<file path="src/rtl/core/fwrm_ram.sv">
module fwrm_ram #(
  parameter int unsigned Width = 8,
  parameter int unsigned Depth = 16,
  localparam int unsigned AddrW = (Depth > 1) ? $clog2(Depth) : 1
) (
  input  logic             clk_i,
  input  logic             we_i,
  input  logic [AddrW-1:0] waddr_i,
  input  logic [Width-1:0] wdata_i,
  input  logic             re_i,
  input  logic [AddrW-1:0] raddr_i,
  output logic [Width-1:0] rdata_o
);

  logic [Width-1:0] mem [Depth];
  logic [Width-1:0] rdata_q;

  always_ff @(posedge clk_i) begin
    if (we_i) begin
      mem[waddr_i] <= wdata_i;
    end
    if (re_i) begin
      rdata_q <= mem[raddr_i];
    end
  end

  assign rdata_o = rdata_q;

endmodule

</file>
<file path="config.mk">
export PLATFORM = sky130hd
export DESIGN_NAME = fwrm_ram
export DESIGN_NICKNAME = d
export VERILOG_FILES = /design/src/rtl/core/fwrm_ram.sv
export SDC_FILE = /design/constraint.sdc
export NUM_CORES = 1
export LEC_CHECK = 0
export ABC_CLOCK_PERIOD_IN_PS = 4000
export BUFFER_PORTS_ARGS = -buffer_cell sky130_fd_sc_hd__clkbuf_2
export CORE_ASPECT_RATIO = 1.2
export CORE_UTILIZATION = 65
export CTS_BUF_LIST = sky130_fd_sc_hd__clkbuf_8
export DETAILED_ROUTE_END_ITERATION = 10
export GPL_TIMING_DRIVEN = 0
export MAX_ROUTING_LAYER = met4
export PLACE_DENSITY_LB_ADDON = 0.1
export SLEW_MARGIN = 20
export SYNTH_ARGS = -nofsm -noshare
export SYNTH_HDL_FRONTEND = slang
export SYNTH_SLANG_ARGS = --single-unit
</file>
<file path="constraint.sdc">
create_clock -name clk_i -period 4 [get_ports clk_i]
set_clock_uncertainty 0.1 [all_clocks]
set_input_delay 0.4 -clock clk_i [delete_from_list [all_inputs] [get_ports clk_i]]
set_output_delay 0.4 -clock clk_i [all_outputs]
set_load 0.005 [all_outputs]
</file>
==> flow_summary_export.csv <==
group,metric,value,unit
worst_setup_path,worstPathCellList,"clkbuf_2 -> or3b_2 -> nor2_1",
power_and_ir_drop,p_leak,1.97,nW
cts,cts_root_buf,"clkbuf_8",
grt,grt_use_total,25.2,%
finish,final_layout_size_suffix_gt1_share,30.1,%
sta,final-hold-violation-count,0,
power_and_ir_drop,powerDensity,487,mW/mm^2
worst_setup_path,cp-start-kind,"input pin",
cts,cts_setup_buffers,0,
worst_setup_path,crit_path_max_incr_delay,0.64,ns
route,drtIter0Drc,199,
sta,grt_setup_unrepaired,"false",
worst_setup_path,cp-end-kind,"register",
synth,syn_area,0.00523,mm^2
cts,clock_path_buffers,2,
die,die_h,100,um
sta,worst_pin_slew,0.823,ns
route,wl_per_cell,24.4,um
worst_setup_path,required,3.95,ns
worst_setup_path,regToRegSetupSlack,2.30,ns
finish,fillers,418,
die,ios,27,
cts,clock_sinks,136,
synth,synthTopCellsByArea,"edfxtp_1, mux4_2, mux4_1",
synth,netlist-cell-type-count,18,
synth,ys_seq_elements,136,
outcome,run_status,"complete, but fails checks",
cts,cts_resized,0,
synth,yosysSeqAreaShare,78.1,%
die,start_util,67.4,%
finish,finalNonFillerCells,378,
cts,hold_buffers,0,
synth,synth_area_leader_cell,"edfxtp_1",
place,io_buffers,25,
place,numPlacedInstances,346,
synth,syn-instance-count,229,
power_and_ir_drop,vdd_drop_max,0.345,mV
grt,overflow,0,
worst_setup_path,crit_fanout,8,
grt,grt_pass1_vias,2417,
cts,tritoncts,"built",
finish,final_nets,292,
synth,syn_nets,248,
cts,cts_buffers,17,
place,gp_congestion,0.853,
worst_setup_path,cp_num_buf_inv,1,
sta,period_minus_slack,1.73,ns
die,die_x,83.9,um
synth,avgSynthCellArea,22.8,um^2
grt,antenna_found_initial,0,
cts,clk_pin_slew_worst_paths,0.07,ns
sta,fmax,579,MHz
cts,clock_latency,0.42,ns
die,rows,35,
route,vias,2444,
synth,synth_top_area_share,78.1,%
route,routed_wl,9.21,mm
synth,yosys_warnings,0,
finish,area_growth,12.5,%
cts,cts.htree.levels,4,
place,dpl.hpwl,6.05,mm
grt,grt_max_degree,17,
hold_path,hp-class,"in -> reg",
worst_setup_path,critPathKind,"in -> reg",
die,fp.dieArea,0.00841,mm^2
sta,fin_crit_sh,43.2,%
route,post-route-drc-count,6,
sta,drv_slew,0,
route,via_per_inst,6.47,
sta,setup_tns,0,ns
sta,timing.slew.headroom,44.9,%
outcome,violations,"design-rule violations",
run,maxCapViolCount,0,
sta,setup_viol,0,
worst_setup_path,cp_slowest_cell,"nor2_1",
worst_setup_path,critPathTopFamily,"simple AND/OR/NAND/NOR gates",
die,core,0.00775,mm^2
route,ant_nets,0,
worst_setup_path,arrival,1.68,ns
finish,n_antenna_cell,0,
route,drt-pass1-iter-count,8,
grt,grt_pass1_wl,13.7,mm
-- cell usage in the layout, fill, tap and decap left out, drive strengths merged, types with 4 or more instances in the layout --
cell,netlist,final
edfxtp,136,136
clkbuf,0,42
mux4,32,32
a22oi,16,16
nor2,13,13
nand2,9,9
buf,7,7
clkinv,0,7
nor3,4,4
-- where the power goes --
group	internal (mW)	switching, mW	total [mW]
registers	1.60	0.00725	1.61
clock network	0.607	0.501	1.11
logic	0.0616	0.0859	0.147
-- path summary, 6_finish.rpt --
path | from | to | cells after the start
worst min register to register | mem[12][0] | rdata_o[0] | 3
worst max register to register | mem[1][1] | rdata_o[1] | 3
worst min-delay path | re_i | rdata_o[0] | 1
worst max-delay path | waddr_i[2] | mem[1][7] | 3
-- kinds of logic (layout without fill, tap and decap cells) --
kind of cell / Yosys count / after routing / share of synthesized area (%)
flops: 136 / 136 / 78.1
simple gates: 35 / 35 / 3.14
compound gates: 16 / 16 / 2.30
buf+inv: 10 / 67 / 1.65
mux: 32 / 32 / 14.8
-- stage by stage --
stage | area, um^2 | hold WS (ns) | total power, mW | util (%) | setup WS (ns)
2_1_floorplan | 5230 | 0.399 | 1.72 | - | 2.01
3_3_place_gp | 5470 | 0.625 | 1.79 | 70.5 | 1.49
3_5_place_dp | 5490 | 0.656 | 1.79 | 70.8 | 1.84
4_1_cts | 5880 | 0.219 | 2.88 | 75.9 | 2.29
5_1_grt | 5880 | 0.236 | 2.94 | 75.9 | 2.23
6_report | 5880 | 0.230 | 2.87 | 75.9 | 2.27
-- synthesized netlist by cell type --
master           number
and2b_1               1
buf_4                 1
or3b_2                1
nor2_1               13
buf_6                 3
a22oi_1              16
nor2b_1               1
nand3_1               1
clkdlybuf4s25_2       3
nand2b_1              2
mux4_1               14
and2_1                1
nor3_1                4
nand3b_1              2
buf_2                 3
mux4_2               18
edfxtp_1            136
nand2_1               9
-- area by class of cell --
class                           instances  area, um^2  area share (%)
Clock buffer                           17         234            3.98
Timing Repair Buffer                   25         125            2.13
Tap cell                               92         115            1.96
Sequential cell                       136        4080            69.4
Multi-Input combinational cell         83        1080            18.3
Clock inverter                         15         161            2.74
Buffer                                 10        86.3            1.47
-- worst register-to-register path, delay by kind of cell, from the launching register on --
kind / cells / cell delay [ns]
and+or+nand+nor: 1 / 0.09
DFF: 1 / 0.38
AOI/OAI and AO/OA: 1 / 0.32
muxes: 1 / 0.56
-- routing by layer --
layer  vias to the layer above  wire length [um]  track usage (%)
li1                       1063                 -                -
met1                      1238              3610             31.4
met2                       121              4710             40.0
met3                        22               624             6.25
met4                         0               261             11.3
met5                         -                 0                -
-- sequential cells by signal (all words and copies together) (netlist names) --
register / cells
mem: 128
rdata_o: 8
(Power assumes the default switching activity.)
