--- config.mk ---
export PLATFORM = sky130hd
export DESIGN_NAME = fwrm_match
export DESIGN_NICKNAME = d
export VERILOG_FILES = /design/src/rtl/core/fwrm_pkg.sv /design/src/rtl/core/fwrm_match.sv
export SDC_FILE = /design/constraint.sdc
export NUM_CORES = 1
export LEC_CHECK = 0
export ABC_AREA = 1
export BUFFER_PORTS_ARGS = -buffer_cell sky130_fd_sc_hd__buf_2
export CAP_MARGIN = 20
export CORE_ASPECT_RATIO = 1.4
export CORE_MARGIN = 3
export CORE_UTILIZATION = 43
export DETAILED_ROUTE_END_ITERATION = 12
export PLACE_DENSITY = 0.82
export SLEW_MARGIN = 20
export SYNTH_ARGS = -nofsm -noshare
export SYNTH_HDL_FRONTEND = slang
export SYNTH_SLANG_ARGS = --single-unit
export TNS_END_PERCENT = 20
--- constraint.sdc ---
create_clock -name vclk -period 1.8
set_input_delay 0.45 -clock vclk [all_inputs]
set_output_delay 0.45 -clock vclk [all_outputs]
set_load 0.01 [all_outputs]
--- src/rtl/core/fwrm_pkg.sv ---
package fwrm_pkg;

  localparam int unsigned AddrBitsW  = 32;
  localparam int unsigned PortBitsW  = 16;
  localparam int unsigned RulesHeldW = 7;

  typedef enum logic [1:0] {
    FUNC_CLEAR = 2'd0,
    FUNC_ADD   = 2'd1,
    FUNC_CHECK = 2'd2
  } fwrm_func_e;

  typedef enum logic [2:0] {
    ST_IDLE = 3'b001,
    ST_SCAN = 3'b010,
    ST_DONE = 3'b100
  } fwrm_state_e;

  typedef struct packed {
    logic [1:0]           func;
    logic [AddrBitsW-1:0] rule_addr_low;
    logic [AddrBitsW-1:0] rule_addr_high;
    logic [PortBitsW-1:0] rule_port_low;
    logic [PortBitsW-1:0] rule_port_high;
    logic [AddrBitsW-1:0] pkt_addr;
    logic [PortBitsW-1:0] pkt_port;
  } fwrm_in_t;

  typedef struct packed {
    logic                  reject;
    logic                  table_full;
    logic [RulesHeldW-1:0] rules_held;
  } fwrm_out_t;

  typedef struct packed {
    logic [AddrBitsW-1:0] addr_low;
    logic [AddrBitsW-1:0] addr_high;
    logic [PortBitsW-1:0] port_low;
    logic [PortBitsW-1:0] port_high;
  } fwrm_rule_t;

  typedef struct packed {
    logic [AddrBitsW-1:0] addr;
    logic [PortBitsW-1:0] port;
  } fwrm_pkt_t;

  localparam int unsigned RuleW = $bits(fwrm_rule_t);

endpackage

--- src/rtl/core/fwrm_match.sv ---
module fwrm_match
  import fwrm_pkg::*;
(
  input  fwrm_rule_t rule_i,
  input  fwrm_pkt_t  pkt_i,
  output logic       hit_o
);

  logic addr_in, port_in;

  // Inverted bounds fall out naturally: no value satisfies both compares.
  assign addr_in = (pkt_i.addr >= rule_i.addr_low) && (pkt_i.addr <= rule_i.addr_high);
  assign port_in = (pkt_i.port >= rule_i.port_low) && (pkt_i.port <= rule_i.port_high);
  assign hit_o   = addr_in && port_in;

endmodule

==> impl_metrics.json, run 1 <==
{
  "status": "complete, but fails checks",
  "violations": "negative setup slack",
  "min_path_type": "in2out",
  "syn-cell-area_sq_um": 2520,
  "n_antenna_cell": 0,
  "die_h_microns": 96.6,
  "tightest_slew_ps": 296,
  "slew_violations": 0,
  "drtPass1Iterations": 4,
  "totalPowerFinal_uw": 921,
  "clock_power_share_pct": 0,
  "die-area_sq_um": 6840,
  "syn_nets": 647,
  "hold_viol_final": 0,
  "max_slew_margin_pct": 80.1,
  "arrival_ps": 1760,
  "p_switching_uw": 456,
  "syn_to_final_growth_pct": 63.1,
  "intPower_uw": 465,
  "power.density_nw_per_um2": 224,
  "fin_nets": 800,
  "endpoint_kind": "primary output",
  "fin_crit_sh_pct": 123,
  "num_vias": 3097,
  "layout-drive-gt1-share_pct": 46.4,
  "fp.dieW_microns": 70.7,
  "rsz0062_at_grt": "yes",
  "power_frac_seq_pct": 0,
  "combinationalPowerShare_pct": 100.0,
  "seq_cell_count": 0,
  "required_ps": 1350,
  "antenna_found_initial": 0,
  "gr-total-overflow": 0,
  "avgRoutedWirePerCell_microns": 12.1,
  "switching_share_pct": 49.5,
  "clock_buffer_count": 0,
  "ys_types": 20,
  "portBuffers": 145,
  "wl_microns": 7580,
  "crit_type": "in2out",
  "finalInstanceArea_sq_um": 4120,
  "setup_slack_ps": -411,
  "grt_pass1_vias": 3253,
  "grt_max_degree": 4,
  "ys_seq_area_share_pct": 0,
  "clock.fmax_mhz": 452,
  "avgSynthCellArea_sq_um": 6.20,
  "io_pins": 145,
  "placement_rows": 32,
  "grt_use_total_pct": 21.2,
  "placed_cells": 625,
  "drtIter0Drc": 48,
  "hold_ws_ps": 1650,
  "p_leak_nw": 2.36,
  "fin_cells": 626,
  "seq_area_sq_um": 0,
  "antenna_left": 0,
  "path_max_fanout": 1,
  "start_util_pct": 45.0,
  "cap_violations": 0,
  "via_per_inst": 4.95,
  "dpl.hpwl_microns": 6700,
  "yosys_warnings": 0,
  "finalSetupViolCount": 1,
  "period_needed_ps": 2210,
  "grt_pass1_wl_microns": 12500,
  "ir_worst_vdd_v": 0.000143,
  "fillerInstances": 443,
  "hold_buffers": 0,
  "place_area_sq_um": 3820,
  "drc": 0,
  "place_congestion": 0.886,
  "synth_cells": 407,
  "coreArea_sq_um": 5610,
  "start_kind": "input port"
}
==> layout by cell type, fill, tap and decap left out, types with 8 or more instances in the layout <==
cell type,count
buf_2,130
nand2_1,76
inv_1,75
ha_1,57
ha_4,39
a21oi_1,36
inv_2,28
nor2_1,18
buf_6,11
nand3_1,10
a21oi_2,8
==> cells in the mapped netlist <==
| library cell | instances | area share (%) |
|---|---|---|
| inv_1 | 111 | 17 |
| nor2_2 | 2 | 0.50 |
| nor2_4 | 1 | 0.45 |
| nand2_1 | 86 | 13 |
| nor3_2 | 1 | 0.40 |
| o21ai_1 | 4 | 0.79 |
| inv_2 | 2 | 0.30 |
| nor3_1 | 2 | 0.40 |
| nand3_1 | 10 | 2.0 |
| nand4_1 | 7 | 1.7 |
| o21a_1 | 2 | 0.59 |
| a21oi_2 | 1 | 0.35 |
| ha_1 | 96 | 48 |
| nor2_1 | 26 | 3.9 |
| o21ai_0 | 6 | 1.2 |
| nand3b_1 | 1 | 0.30 |
| a21oi_1 | 43 | 8.5 |
| a21o_1 | 2 | 0.59 |
| o21bai_1 | 3 | 0.89 |
| nand2_2 | 1 | 0.25 |
==> stage by stage <==
step / util [%] / setup slack (ps) / TNS (ps)
after floorplan: - / -57.9 / -57.9
after global placement: 68.2 / -487 / -487
after detailed placement: 68.2 / -502 / -502
after CTS: 72.9 / -389 / -389
after global routing: 73.4 / -497 / -497
final: 73.4 / -411 / -411
==> critical path: stages <==
cell and delay (ps):
buf_2 120, ha_4 270, nand2_4 60, nor2_4 80, nand2_1 60, nand2_1 60, nor2_1 40, nand2_1 60
nand2_1 50, nand2_1 90, nand2_1 60, nand2_1 70, nand2_2 60, nor2_2 70, buf_2 130
==> power by group through the flow <==
| stage | registers, mW | clock network, mW | logic [mW] |
|---|---|---|---|
| 3_3_place_gp | 0 | 0 | 0.777 |
| 4_1_cts | 0 | 0 | 0.906 |
| 5_1_grt | 0 | 0 | 1.05 |
| 2_1_floorplan | 0 | 0 | 0.477 |
| 3_5_place_dp | 0 | 0 | 0.817 |
| 6_report | 0 | 0 | 0.921 |
==> cell type report <==
cell class	count	area [sq um]	share of cell area, %
well taps	68	85.1	2.07
multi-input cells	294	2690	65.5
repair buffers	151	872	21.2
inverters	113	464	11.3
==> layer usage <==
layer	part of all wire, %	GRT usage (%)	routed length [microns]	up-vias
met5	0	0	0	-
met4	2.5	4.92	190	0
met3	7.9	2.70	598	16
met2	54	44.6	4100	124
met1	36	20.7	2690	1351
li1	-	-	-	1606
==> path summary, 6_finish.rpt <==
check / to / cells after the start / from
max: hit_o / 15 / rule_i[64]
min: hit_o / 9 / pkt_i[46]
==> kinds of logic (layout without fill, tap and decap cells) <==
| logic type | count (synthesis) | count (layout) | synth area share [%] |
|---|---|---|---|
| simple gates | 137 | 137 | 22.7 |
| buf+inv | 113 | 264 | 16.8 |
| fa+ha+maj | 96 | 96 | 47.6 |
| compound gates | 61 | 61 | 12.9 |
==> what timing repair did <==
item | CTS | global route
resized for setup | 57 | 9
gates cloned | 0 | 0
buffers inserted | 1 | 0
pin swaps | 34 | 11
setup endpoints to repair | 1 | 1
Power figures use the tool's default switching activity.
==> run 2: changes to the inputs <==
CORE_ASPECT_RATIO = 0.6   (was 1.4)
SLEW_MARGIN = 40   (was 20)
==> run 2 against run 1 <==
  * The run still ends with negative setup slack left
  * Utilization up 4.2 points
  * First-iteration DRC count up 130%
  * Power up 3.2%
  * Sequential cell count unchanged
  * Sequential share of layout area unchanged
  * Die area up 0.25%
  * Global-route usage up 2.3 points
  * Final cell count up 1.6%
  * Maximum frequency up 1.3%
  * Largest cell class unchanged
  * Highest routed layer unchanged
==> impl_metrics.json, run 2 (synthesis results as in run 1) <==
{
  "start_kind": "input port",
  "layout_commonest_cell": "buf_2",
  "grt_max_degree": 4,
  "wl_microns": 8530,
  "clock.fmax_mhz": 458,
  "violations": "negative setup slack",
  "hold_depth": 10,
  "crit_top_cell": "nand2_1",
  "layout-drive-gt1-share_pct": 47.9,
  "grt_pass1_wl_microns": 13600,
  "num_vias": 2988,
  "placement_rows": 20,
  "required_ps": 1350,
  "crit_slowest_cell": "ha_1",
  "min_from": "pkt_i[15]",
  "cp_cell_sequence": "buf_2 > inv_1 > ha_1 > nand4_1 > buf_4 > a21oi_2 > nor2_1 > nand2_1 > nand2_1 > nand2_1 > nand2_1 > nor2_2 > buf_2",
  "drtIter0Drc": 109,
  "mostFrequentLayoutCells": "buf_2, inv_1, nand2_1",
  "cp_num_buf_inv": 4,
  "finalInstanceArea_sq_um": 4160,
  "rsz0062_at_grt": "yes",
  "seq_cell_count": 0,
  "avgRoutedWirePerCell_microns": 13.4,
  "place_area_sq_um": 3850,
  "portBuffers": 145,
  "power.density_nw_per_um2": 229,
  "finalSetupViolCount": 1,
  "syn_to_final_growth_pct": 64.7,
  "arrival_ps": 1730,
  "dpl.hpwl_microns": 7530,
  "clock_buffer_count": 0,
  "status": "complete, but fails checks",
  "drtPass1Iterations": 4,
  "setup_slack_ps": -383,
  "slew_violations": 0,
  "ir_worst_vdd_v": 0.000133,
  "period_needed_ps": 2180,
  "path_max_fanout": 2,
  "slowest_delay_ps": 270,
  "place_congestion": 0.875,
  "totalPowerFinal_uw": 950,
  "grt_use_met1_pct": 32.9,
  "placed_cells": 636,
  "fp.dieW_microns": 105,
  "cp_top_family": "simple AND/OR/NAND/NOR gates",
  "p_leak_nw": 2.36,
  "via_per_inst": 4.70,
  "gr-total-overflow": 0,
  "antenna_found_initial": 0,
  "start_util_pct": 47.1,
  "crit_type": "in2out",
  "die-area_sq_um": 6850,
  "fillerInstances": 413,
  "hold_viol_final": 0,
  "hold_path_end": "hit_o",
  "top_usage_layer": "met2",
  "drc": 0,
  "grt_pass1_vias": 3031,
  "n_antenna_cell": 0,
  "fin_setup_tns_ps": -383,
  "max_slew_margin_pct": 82.7,
  "antenna_left": 0,
  "use_met3_pct": 2.55,
  "seq_area_sq_um": 0,
  "coreArea_sq_um": 5360,
  "hold_ws_ps": 1620,
  "fin_nets": 801,
  "min_path_type": "in2out",
  "multiInputGateArea_sq_um": 2720,
  "hold_buffers": 0,
  "fin_cells": 636,
  "io_pins": 145,
  "fin_crit_sh_pct": 121,
  "grt_use_total_pct": 23.6,
  "grt_use_met2_pct": 40.6,
  "tightest_slew_ps": 259,
  "endpoint_kind": "primary output",
  "die_h_microns": 65.3,
  "cap_violations": 0
}
## run 2: changes by cell type in the layout (fill, tap and decap cells not counted), sizes merged
| cell | change |
|---|---|
| buf | +1 |
## run 2: stage by stage
stage | util (%) | setup WS (ps)
global route | 77.6 | -532
floorplan | - | -57.9
finish | 77.6 | -383
global placement | 71.9 | -443
CTS | 76.3 | -368
detailed placement | 71.9 | -453
## run 2: repair_timing
item,in CTS,in global routing
setup endpoints to repair,1,1
buffers inserted,0,0
gates resized for setup,57,14
pin swaps,44,6
hold endpoints to repair,0,0
## run 2: tightest hold or removal path: cells and delay by family
family,cells,cell delay [ps]
buf+inv,2,220
simple gates,5,270
fa+ha+maj,1,140
compound gates,2,100
## run 2: final cells by class
cell class	count	share of cell area [%]
Inverter	113	11.2
Multi-Input combinational cell	294	65.5
Timing Repair Buffer	152	21.0
Tap cell	77	2.32
## run 2: routing by layer
layer / wire length, microns / share of wire [%] / vias to the layer above
li1: - / - / 1611
met1: 4040 / 47 / 1264
met2: 3860 / 45 / 105
met3: 537 / 6.3 / 8
met4: 84 / 0.99 / 0
met5: 0 / 0 / -
## run 2: power breakdown
group	total (mW)	switching, mW	internal [mW]
logic	0.950	0.477	0.473
registers	0	0	0
clock network	0	0	0
total	0.950	0.477	0.473
## run 2: worst max path at each step
stage,start,to,depth (start not counted)
after floorplan,rule_i[69],hit_o,14
after global placement,rule_i[69],hit_o,16
after detailed placement,rule_i[78],hit_o,13
after CTS,pkt_i[23],hit_o,15
after global routing,rule_i[76],hit_o,13
final,rule_i[76],hit_o,13
==> run 3: changes to the inputs <==
RECOVER_POWER = 50   (was unset)
SKIP_LAST_GASP = 1   (was unset)
==> run 3 against run 2 <==
  * The flow still finishes with violations (negative setup slack)
  * Setup slack got worse by 3.2 ps
  * Final cell count did not move
  * Maximum frequency is 0.15% lower
  * Routed wire length fell by 0.40%
  * Via count rose by 0.10%
  * Hold slack lost 1.3 ps
  * Die area did not move
  * Sequential cell count unchanged
  * Cell area decreased by 0.78%
  * Combinational power decreased by 2%
  * Power fell by 1.7%
==> impl_metrics.json, run 3 (synthesis results as in run 1) <==
{
  "endpoint_kind": "primary output",
  "seq_cell_count": 0,
  "coreArea_sq_um": 5360,
  "maxUsedRoutingLayer": "met4",
  "wl_met2_microns": 3810,
  "wirelength_met1_microns": 4050,
  "grt_max_degree": 4,
  "gr-total-overflow": 0,
  "wl_microns": 8490,
  "p_leak_nw": 2.35,
  "mostFrequentLayoutCells": "buf_2, nand2_1, inv_1",
  "dr_wl_met3_microns": 542,
  "crit_type": "in2out",
  "layout_commonest_cell": "buf_2",
  "power_frac_seq_pct": 0,
  "fp.dieW_microns": 105,
  "clock_buffer_count": 0,
  "start_util_pct": 47.1,
  "io_pins": 145,
  "intPower_uw": 463,
  "status": "complete, but fails checks",
  "totalPowerFinal_uw": 933,
  "slew_violations": 0,
  "finalSetupViolCount": 1,
  "power.density_nw_per_um2": 226,
  "clock_power_share_pct": 0,
  "fin_crit_sh_pct": 121,
  "grt_pass1_wl_microns": 13600,
  "setup_slack_ps": -386,
  "grt_use_total_pct": 23.6,
  "p_switching_uw": 470,
  "antenna_found_initial": 0,
  "min_path_type": "in2out",
  "period_needed_ps": 2190,
  "path_max_fanout": 2,
  "via_per_inst": 4.70,
  "avgRoutedWirePerCell_microns": 13.4,
  "place_congestion": 0.875,
  "seq_area_sq_um": 0,
  "fin_util_pct": 77.0,
  "die_h_microns": 65.3,
  "max_slew_margin_pct": 82.8,
  "ir_worst_vdd_v": 0.000132,
  "antenna_left": 0,
  "violations": "negative setup slack",
  "dpl.hpwl_microns": 7530,
  "clock.fmax_mhz": 457,
  "rsz0062_at_grt": "yes",
  "fin_nets": 801,
  "grt_pass1_vias": 3031,
  "switching_share_pct": 50.4,
  "drtIter0Drc": 98,
  "portBuffers": 145,
  "layout-drive-gt1-share_pct": 47.2,
  "combinationalPowerShare_pct": 100.0,
  "tightest_slew_ps": 257,
  "start_kind": "input port",
  "drtPass1Iterations": 4,
  "cap_violations": 0,
  "die-area_sq_um": 6850,
  "n_antenna_cell": 0,
  "drc": 0,
  "placement_rows": 20,
  "hold_buffers": 0,
  "arrival_ps": 1740,
  "syn_to_final_growth_pct": 63.4,
  "required_ps": 1350,
  "num_vias": 2991,
  "hold_viol_final": 0
}
[run 3: changes by cell type in the layout (fill, tap and decap cells not counted)]
cell / previous run / this run
ha_1: 56 / 57
nand2_4: 2 / 1
ha_4: 40 / 39
nand2_2: 10 / 9
nand2_1: 75 / 77
buf_2: 127 / 128
buf_6: 11 / 10
a21oi_1: 31 / 32
a21oi_2: 13 / 12
[run 3: cell type report]
| cell class | count | area [sq um] |
|---|---|---|
| tap | 77 | 96.3 |
| multi-input combinational | 294 | 2700 |
| fill | 424 | 1230 |
| inverter | 113 | 464 |
| timing repair buffer | 152 | 866 |
[run 3: per-stage QoR]
stage | hold WS [ps] | setup TNS, ps | cells | worst slack (ps) | instance area, sq um
after global placement | 1610 | -443 | 636 | -443 | 3850
after global routing | 1720 | -532 | 636 | -532 | 4120
after CTS | 1610 | -368 | 636 | -368 | 4090
after detailed placement | 1610 | -453 | 636 | -453 | 3850
after floorplan | 1330 | -57.9 | 407 | -57.9 | 2980
final | 1620 | -386 | 636 | -386 | 4120
[run 3: what timing repair did]
action / CTS / global route
resized for setup: 57 / 7
pin swaps: 44 / 6
setup endpoints to repair: 1 / 1
endpoints found under the hold margin: 0 / 0
setup buffers: 0 / 0
[run 3: power groups by stage]
stage               clock network [mW]  logic [mW]  registers (mW)
finish                               0       0.933               0
floorplan                            0       0.477               0
detailed placement                   0       0.830               0
global placement                     0       0.782               0
global route                         0        1.06               0
CTS                                  0       0.909               0
[run 3: layer usage]
layer | vias to the layer above | GRT usage, %
met4 | 0 | 2.45
met5 | - | 0
met3 | 8 | 2.55
li1 | 1610 | -
met2 | 105 | 40.6
met1 | 1268 | 32.9
[run 3: worst paths after layout]
path	start	end	slack (ps)	cells after the start
worst max-delay path	pkt_i[35]	hit_o	-390	11
worst min-delay path	pkt_i[15]	hit_o	1620	10
[run 3: worst max-delay path, stage by stage]
cell	delay, ps
buf_2	120
ha_1	290
a21oi_1	150
o21ai_1	90
nand2_1	80
nand3_1	100
a21oi_2	130
nand2_1	60
nand2_1	90
nor2_2	40
buf_2	130
